`config.mk`:
```
export PLATFORM = sky130hd
export DESIGN_NAME = deadline_sorted_task_queue_top
export DESIGN_NICKNAME = d
export VERILOG_FILES = /design/src/dstq_pkg.sv /design/src/dstq_cell.sv /design/src/deadline_sorted_task_queue_top.sv
export VERILOG_INCLUDE_DIRS = /design/src /design/src/src
export SDC_FILE = /design/constraint.sdc
export NUM_CORES = 2
export LEC_CHECK = 0
export BUFFER_PORTS_ARGS = -buffer_cell sky130_fd_sc_hd__buf_2
export CORE_ASPECT_RATIO = 0.7
export CORE_MARGIN = 4
export CORE_UTILIZATION = 45
export CTS_CLUSTER_SIZE = 24
export DETAILED_ROUTE_END_ITERATION = 16
export GPL_ROUTABILITY_DRIVEN = 0
export PLACE_DENSITY_LB_ADDON = 0.2
export RECOVER_POWER = 100
export SLEW_MARGIN = 20
export SYNTH_ARGS = -nofsm -noshare
export SYNTH_HDL_FRONTEND = slang
export SYNTH_SLANG_ARGS = --single-unit
```
`constraint.sdc`:
```
create_clock -name clk -period 12 [get_ports clk]
set_input_delay 1.8 -clock clk [delete_from_list [all_inputs] [get_ports clk]]
set_output_delay 1.8 -clock clk [all_outputs]
set_load 0.05 [all_outputs]
```
`src/deadline_sorted_task_queue_top_macros.svh`:
```
// assertion helpers for the deadline sorted task queue
`ifndef DEADLINE_SORTED_TASK_QUEUE_TOP_MACROS_SVH
`define DEADLINE_SORTED_TASK_QUEUE_TOP_MACROS_SVH
`ifndef SYNTHESIS
// same-cycle implication
`define DSTQ_ASSERT_IMPLIES(lbl, clk_s, rstn_s, ante, cons) \
  lbl: assert property (@(posedge clk_s) disable iff (!rstn_s) (ante) |-> (cons)) \
    else $error("dstq assertion failed");
// next-cycle implication
`define DSTQ_ASSERT_NEXT(lbl, clk_s, rstn_s, ante, cons) \
  lbl: assert property (@(posedge clk_s) disable iff (!rstn_s) (ante) |=> (cons)) \
    else $error("dstq assertion failed");
`else
`define DSTQ_ASSERT_IMPLIES(lbl, clk_s, rstn_s, ante, cons)
`define DSTQ_ASSERT_NEXT(lbl, clk_s, rstn_s, ante, cons)
`endif
`endif

```
`src/dstq_pkg.sv`:
```
`timescale 1ns / 1ps
package dstq_pkg;

  localparam int DL_W        = 64;
  localparam int TID_W       = 6;
  localparam int CNT_OUT_W   = 5;
  localparam int MODE_W      = 2;
  localparam int IN_TDATA_W  = 136;
  localparam int OUT_TDATA_W = 80;
  localparam int OUT_TUSER_W = 3;

  typedef enum logic [MODE_W-1:0] {
    MODE_INSERT = 2'd0,
    MODE_POLL   = 2'd1,
    MODE_REMOVE = 2'd2
  } mode_t;

  // one queue slot
  typedef struct packed {
    logic [DL_W-1:0]  deadline;
    logic [TID_W-1:0] task_id;
  } entry_t;

  // per-request control broadcast to every cell
  typedef struct packed {
    logic do_insert;
    logic do_remove;
    logic do_pop;
  } cell_ctl_t;

endpackage

```
`src/dstq_cell.sv`:
```
`timescale 1ns / 1ps
module dstq_cell (
  input  logic               clk,
  input  dstq_pkg::cell_ctl_t ctl,
  input  dstq_pkg::entry_t   new_entry,
  input  logic               valid,
  input  dstq_pkg::entry_t   left_q,
  input  dstq_pkg::entry_t   right_q,
  input  logic               left_le,
  input  logic               left_hit,
  output dstq_pkg::entry_t   q,
  output dstq_pkg::entry_t   q_nxt,
  output logic               le,
  output logic               hit
);
  import dstq_pkg::*;

  entry_t q_r;
  logic   shift_left;

  // slot stays put on insert when its deadline is not later than the new one
  assign le   = valid && (q_r.deadline <= new_entry.deadline);
  // running "removed slot is at or left of here" flag
  assign hit  = left_hit || (valid && (q_r.task_id == new_entry.task_id));
  assign shift_left = ctl.do_pop || (ctl.do_remove && hit);

  always_comb begin
    q_nxt = q_r;
    if (ctl.do_insert) begin
      if (!le) begin
        if (left_le) begin
          q_nxt = new_entry;
        end else begin
          q_nxt = left_q;
        end
      end
    end else if (shift_left) begin
      q_nxt = right_q;
    end
  end

  always_ff @(posedge clk) begin
    q_r <= q_nxt;
  end

  assign q = q_r;

endmodule

```
`src/deadline_sorted_task_queue_top.sv`:
```
`timescale 1ns / 1ps
// Deadline sorted task queue: holds up to QUEUE_DEPTH task ids in ascending
// deadline order (equal deadlines keep arrival order) in a row of cells, one
// slot per cell. A request is taken on in_tvalid & in_tready and carries the
// mode in in_tuser (insert, poll, remove). Every request is finished in the
// cycle it is accepted: each cell compares its own deadline and task id
// against the request and either holds, loads the new entry or takes its
// neighbor's slot, so the row shifts right on insert and left on pop or
// remove. One result per request is registered in the output register, and
// a new request is taken every cycle as long as that register
// is empty or being drained, so the sustained rate is one request per clock;
// only a stalled out_tready holds the input back. Results report success,
// the popped task, the full flag, and the head deadline and entry count after
// the request. Inserting a task already queued, or any task id at or beyond
// TASK_COUNT, is refused without a full flag. No clearing pass is needed
// after reset: the queue is empty as soon as rst_n is released.
`include "deadline_sorted_task_queue_top_macros.svh"
module deadline_sorted_task_queue_top #(
  parameter int QUEUE_DEPTH = 16,
  parameter int TASK_COUNT  = 64
) (
  input  logic                               clk,
  input  logic                               rst_n,
  input  logic                               in_tvalid,
  output logic                               in_tready,
  // task_id [5:0], deadline [69:6], now_time [133:70], zero pad [135:134]
  input  logic [dstq_pkg::IN_TDATA_W-1:0]    in_tdata,
  // mode [1:0]
  input  logic [dstq_pkg::MODE_W-1:0]        in_tuser,
  output logic                               out_tvalid,
  input  logic                               out_tready,
  // popped_task [5:0], head_deadline [69:6], entry_count [74:70], zero pad [79:75]
  output logic [dstq_pkg::OUT_TDATA_W-1:0]   out_tdata,
  // success [0], queue_full [1], head_valid [2]
  output logic [dstq_pkg::OUT_TUSER_W-1:0]   out_tuser
);
  import dstq_pkg::*;

  localparam int CNT_W   = $clog2(QUEUE_DEPTH + 1);
  localparam int MARK_IW = (TASK_COUNT > 1) ? $clog2(TASK_COUNT) : 1;

  // request fields
  logic [TID_W-1:0] req_id;
  logic [DL_W-1:0]  req_deadline;
  logic [DL_W-1:0]  req_now;
  logic             req_accept;

  // queue state
  logic [CNT_W-1:0]      cnt_r, cnt_nxt;
  logic [TASK_COUNT-1:0] marks_r, marks_nxt;

  // cell row wiring
  entry_t    new_entry;
  cell_ctl_t ctl;
  entry_t    cell_q     [QUEUE_DEPTH];
  entry_t    cell_q_nxt [QUEUE_DEPTH];
  logic      cell_le    [QUEUE_DEPTH];
  logic      cell_hit   [QUEUE_DEPTH];

  // decode
  logic id_in_range, id_marked, is_full, head_due;
  logic ins_ok, ins_full, pop_ok, rem_ok;

  // output register
  logic              out_valid_r, out_valid_nxt;
  logic              success_r, success_nxt;
  logic              full_r, full_nxt;
  logic              head_valid_r, head_valid_nxt;
  logic [TID_W-1:0]  popped_r, popped_nxt;
  logic [DL_W-1:0]   head_dl_r, head_dl_nxt;
  logic [CNT_OUT_W-1:0] count_r, count_nxt;

  assign req_id       = in_tdata[TID_W-1:0];
  assign req_deadline = in_tdata[TID_W+DL_W-1:TID_W];
  assign req_now      = in_tdata[TID_W+2*DL_W-1:TID_W+DL_W];

  // output register frees the input whenever it is empty or being drained
  assign in_tready  = !out_valid_r || out_tready;
  assign req_accept = in_tvalid && in_tready;

  assign id_in_range = ({1'b0, req_id} < (TID_W + 1)'(TASK_COUNT));
  assign id_marked   = id_in_range && marks_r[req_id[MARK_IW-1:0]];
  assign is_full     = (cnt_r >= CNT_W'(QUEUE_DEPTH));
  assign head_due    = (cnt_r != '0) && (req_now >= cell_q[0].deadline);

  always_comb begin
    ins_ok   = 1'b0;
    ins_full = 1'b0;
    pop_ok   = 1'b0;
    rem_ok   = 1'b0;
    if (req_accept) begin
      case (in_tuser)
        MODE_INSERT: begin
          ins_ok   = id_in_range && !id_marked && !is_full;
          ins_full = id_in_range && !id_marked && is_full;
        end
        MODE_POLL: begin
          pop_ok = head_due;
        end
        MODE_REMOVE: begin
          rem_ok = id_in_range && cell_hit[QUEUE_DEPTH-1];
        end
        default: begin
          ins_ok = 1'b0;
        end
      endcase
    end
  end

  assign new_entry.deadline = req_deadline;
  assign new_entry.task_id  = req_id;

  assign ctl.do_insert = ins_ok;
  assign ctl.do_pop    = pop_ok;
  // cells shift left of the matching slot only when removal is legal
  assign ctl.do_remove = req_accept && (in_tuser == MODE_REMOVE) && id_in_range;

  // cell row: each cell sees its neighbors and the left-side compare results
  for (genvar g = 0; g < QUEUE_DEPTH; g++) begin : g_cell
    entry_t left_q, right_q;
    logic   left_le, left_hit;

    if (g == 0) begin : g_first
      assign left_q   = new_entry;
      assign left_le  = 1'b1;
      assign left_hit = 1'b0;
    end else begin : g_inner
      assign left_q   = cell_q[g-1];
      assign left_le  = cell_le[g-1];
      assign left_hit = cell_hit[g-1];
    end

    if (g == QUEUE_DEPTH - 1) begin : g_last
      assign right_q = new_entry;
    end else begin : g_mid
      assign right_q = cell_q[g+1];
    end

    dstq_cell u_cell (
      .clk       (clk),
      .ctl       (ctl),
      .new_entry (new_entry),
      .valid     (CNT_W'(g) < cnt_r),
      .left_q    (left_q),
      .right_q   (right_q),
      .left_le   (left_le),
      .left_hit  (left_hit),
      .q         (cell_q[g]),
      .q_nxt     (cell_q_nxt[g]),
      .le        (cell_le[g]),
      .hit       (cell_hit[g])
    );
  end

  // occupancy and queued-task marks
  always_comb begin
    cnt_nxt   = cnt_r;
    marks_nxt = marks_r;
    if (ins_ok) begin
      cnt_nxt = cnt_r + 1'b1;
      marks_nxt[req_id[MARK_IW-1:0]] = 1'b1;
    end else if (pop_ok) begin
      cnt_nxt = cnt_r - 1'b1;
      marks_nxt[cell_q[0].task_id[MARK_IW-1:0]] = 1'b0;
    end else if (rem_ok) begin
      cnt_nxt = cnt_r - 1'b1;
      marks_nxt[req_id[MARK_IW-1:0]] = 1'b0;
    end
  end

  always_ff @(posedge clk) begin
    if (!rst_n) begin
      cnt_r   <= '0;
      marks_r <= '0;
    end else begin
      cnt_r   <= cnt_nxt;
      marks_r <= marks_nxt;
    end
  end

  // result for the accepted request, head taken from the row's next state
  always_comb begin
    out_valid_nxt  = out_valid_r && !out_tready;
    success_nxt    = success_r;
    full_nxt       = full_r;
    head_valid_nxt = head_valid_r;
    popped_nxt     = popped_r;
    head_dl_nxt    = head_dl_r;
    count_nxt      = count_r;
    if (req_accept) begin
      out_valid_nxt  = 1'b1;
      success_nxt    = ins_ok || pop_ok || rem_ok;
      full_nxt       = ins_full;
      head_valid_nxt = (cnt_nxt != '0);
      popped_nxt     = pop_ok ? cell_q[0].task_id : '0;
      head_dl_nxt    = (cnt_nxt != '0) ? cell_q_nxt[0].deadline : '0;
      count_nxt      = CNT_OUT_W'(cnt_nxt);
    end
  end

  always_ff @(posedge clk) begin
    if (!rst_n) begin
      out_valid_r <= 1'b0;
    end else begin
      out_valid_r <= out_valid_nxt;
    end
  end

  always_ff @(posedge clk) begin
    success_r    <= success_nxt;
    full_r       <= full_nxt;
    head_valid_r <= head_valid_nxt;
    popped_r     <= popped_nxt;
    head_dl_r    <= head_dl_nxt;
    count_r      <= count_nxt;
  end

  assign out_tvalid = out_valid_r;
  assign out_tdata  = {(OUT_TDATA_W - TID_W - DL_W - CNT_OUT_W)'(0),
                       count_r, head_dl_r, popped_r};
  assign out_tuser  = {head_valid_r, full_r, success_r};

  // occupancy never passes the row length
  `DSTQ_ASSERT_IMPLIES(a_cnt_bound, clk, rst_n, 1'b1, cnt_r <= CNT_W'(QUEUE_DEPTH))
  // one mark per queued task
  `DSTQ_ASSERT_IMPLIES(a_marks_match, clk, rst_n, 1'b1, $countones(marks_r) == int'(cnt_r))
  // head pair stays in deadline order
  `DSTQ_ASSERT_IMPLIES(a_head_order, clk, rst_n, cnt_r >= CNT_W'(2),
                       cell_q[0].deadline <= cell_q[1].deadline)
  // a taken insert grows the queue by one
  `DSTQ_ASSERT_NEXT(a_ins_grow, clk, rst_n, ins_ok, cnt_r == $past(cnt_r) + 1'b1)
  // a result is always registered right after a request is taken
  `DSTQ_ASSERT_NEXT(a_result_follows, clk, rst_n, req_accept, out_valid_r)

endmodule
```
==> results.txt <==
Resize count post-CTS - 0
number of sinks on the clock net - 1268
hpwl dp - 244000 µm
Routed WL - 345900 µm
Fmax - 0.1004 GHz
synthesis-to-finish area growth - 7.398%
Worst path slowest cell - clkbuf_1
die width - 551.5 µm
die area - 214200 µm²
gr usage total - 30.94%
r2r startpoint - cnt_r[0]$_SDFF_PN0_
core area - 205400 µm²
family with the most delay on the worst path - buffers and inverters
crit path max fanout - 171
number of enable flip-flop cells after synthesis - 1134
Final #Nets - 10433
Fin Hold WS - 0.5065 ns
Root Buffer - clkbuf_16
Initial Util - 45.30%
post-synthesis sequential area ratio - 39.48%
launch point of the worst hold path - marks_r[36]$_SDFFE_PN0P_
final setup violating endpoints - 0
Power Density - 120.3 nW/µm²
Peak VDD IR - 95.73 µV
drt pass-1 iters - 8
largest net degree at the start of global routing - 242
vias in the first global route - 76999
Routed WL per cell - 28.51 µm
final setup TNS - 0 ns
I/O pin count - 227
# rows - 139
final cycle utilization of the critical path - 82.99%
port bufs - 219
MaxCap Viol Count - 11
worst setup path category - in2reg
Post-Syn Area - 93050 µm²
Worst slew margin - -115.6%
CP endpoint kind - flop
first-pass GRT wire length - 509800 µm
RSZ-0062 raised after global routing - false
detailed-route DRC error count - 0
Avg Inst Size Synth - 9.797 µm²
ys flop type - edfxtp_1
initial antenna violation count - 17
clock buffer depth - 4
Vias - 81534
worst slew pin tran - 3.234 ns
Hold Vio Cnt, Final - 0
layout cells sized above 1 - 10.86%
CTS tree - done
CTS H-tree depth - 4
# hold bufs at CTS - 0
Worst Hold Class - reg2reg
later-pin clock latency in the skew report - 0.83 ns
Pleak - 38.27 nW
CP Launch Type - primary input
Crit. Startpoint - in_tdata[1]
Iter 0 DRT Violations - 11596
Yosys reg bits - 1268
Arr. time, crit path - 10.49 ns
clk_skew - 0.03853 ns
Cell variety after synth - 100
vias per cell - 6.722
minimum clock period - 9.958 ns
Num CTS Buffers - 149
GRT Residual Overflow - 0
max-slew violation count - 401
DIE HEIGHT - 388.5 µm
ANT nets after route - 0
outcome - complete, but fails checks
Worst-path clk slew - 0.06 ns
final core utilization - 48.66%
Post-Synthesis Cells - 9498
CP required - 12.53 ns
failing checks - max-capacitance violations, max-slew violations
Synth Warn # - 0
crit path cell chain - buf_2 -> clkbuf_1 -> inv_1 -> a31o_1 -> a221oi_1 -> o2bb2ai_1 -> nor4_4 -> and2_4 -> buf_12 -> buf_4 -> nand2_1 -> mux2_2 -> o311ai_0
Buf+Inv Stages, Crit Path - 5
max incr delay on CP - 2.26 ns
Async S/R FF share, synth - 0%
post-CTS setup buffers - 0
layout by cell type, fill, tap and decap left out, types with 127 or more instances in the layout:
cell       count
o311ai_0     253
o211ai_1     178
nor2_1       301
dfxtp_1      134
mux2_2       267
o21ai_0      536
a31oi_1      186
a21o_1       363
nor3_1       192
nand2_1      937
nand3_1      655
a21oi_1      561
edfxtp_1    1134
clkbuf_16    155
buf_4        127
mux2i_1      222
buf_2        138
nand4_1      503
ha_1        1028
worst paths after layout:
| path | to | slack (ns) | cells after the start |
|---|---|---|---|
| worst min-delay path | marks_r[36]$_SDFFE_PN0P_ | 0.51 | 2 |
| worst max register to register | g_cell[13].u_cell.q[31]$_DFFE_PP_ | 4.75 | 13 |
| worst min register to register | marks_r[36]$_SDFFE_PN0P_ | 0.51 | 2 |
| worst max-delay path | g_cell[14].u_cell.q[1]$_DFFE_PP_ | 2.04 | 13 |
cell type report:
type / instances / area, µm²
tap: 2749 / 3440
sequential: 1268 / 36740
antenna: 14 / 35.03
clock inverter: 54 / 404.1
inverter: 182 / 685.7
multi-input combinational: 7293 / 52180
fill: 19084 / 105500
clock buffer: 201 / 4182
timing repair buffer: 369 / 2277
metrics by stage:
| stage | cells | setup WS (ns) | area (µm²) | total power, mW |
|---|---|---|---|---|
| floorplan | 9502 | 3.138 | 93070 | 6.841 |
| global placement | 11853 | 3.490 | 95760 | 7.473 |
| detailed placement | 11854 | 3.386 | 95810 | 7.539 |
| CTS | 12109 | 4.222 | 100400 | 12.05 |
| global route | 12118 | 1.884 | 99910 | 12.46 |
| finish | 12130 | 2.042 | 99940 | 12.02 |
cells in the mapped netlist, types with 134 or more instances:
| cell | instances | area share [%] |
|---|---|---|
| nand4_1 | 503 | 3.4 |
| nor3_1 | 195 | 1.0 |
| nand2_1 | 910 | 3.7 |
| a21oi_1 | 565 | 3.0 |
| o211ai_1 | 178 | 1.4 |
| nor2_1 | 299 | 1.2 |
| dfxtp_1 | 134 | 2.9 |
| edfxtp_1 | 1134 | 37 |
| o21ai_0 | 528 | 2.8 |
| buf_2 | 195 | 1.0 |
| ha_1 | 1028 | 14 |
| o311ai_1 | 261 | 2.5 |
| a21o_1 | 363 | 2.9 |
| clkbuf_1 | 473 | 1.9 |
| nand3_1 | 659 | 3.5 |
| a31oi_1 | 189 | 1.3 |
| mux2_2 | 275 | 3.3 |
| mux2i_1 | 222 | 2.4 |
state kept, by name, summed over array words and instances, names as in the netlist:
signal           cells
marks_r             64
full_r               1
popped_r             6
count_r              5
out_tvalid           1
head_valid_r         1
success_r            1
g_cell.u_cell.q   1120
head_dl_r           64
cnt_r                5
layer usage:
layer	global-route usage, %	vias up	share of wire [%]	routed length (µm)
met3	7.929	587	12	42570
met2	42.64	4723	40	138700
met5	0	-	0.025	87
li1	-	36140	-	-
met4	9.023	14	3.0	10400
met1	47.04	40070	45	154100
worst min-delay path, cell delays in order (launching register included):
cell and delay (ns):
dfxtp_1 0.32, o211ai_1 0.08, a21boi_1 0.06
cell families after synthesis:
| logic type | synth area share, % |
|---|---|
| buf+inv | 4.472 |
| mux | 7.023 |
| simple gates | 17.14 |
| fa+ha+maj | 13.82 |
| compound gates | 17.14 |
| flops | 39.48 |
| xor+xnor | 0.9224 |
| other cells | 0.004030 |
report_power, final:
part           internal [mW]  switching (mW)  total (mW)
sequential              5.08           0.191        5.27
clock                   2.56            2.00        4.56
combinational          0.773            1.42        2.19
Note: power is estimated with default switching activity, not from simulation.
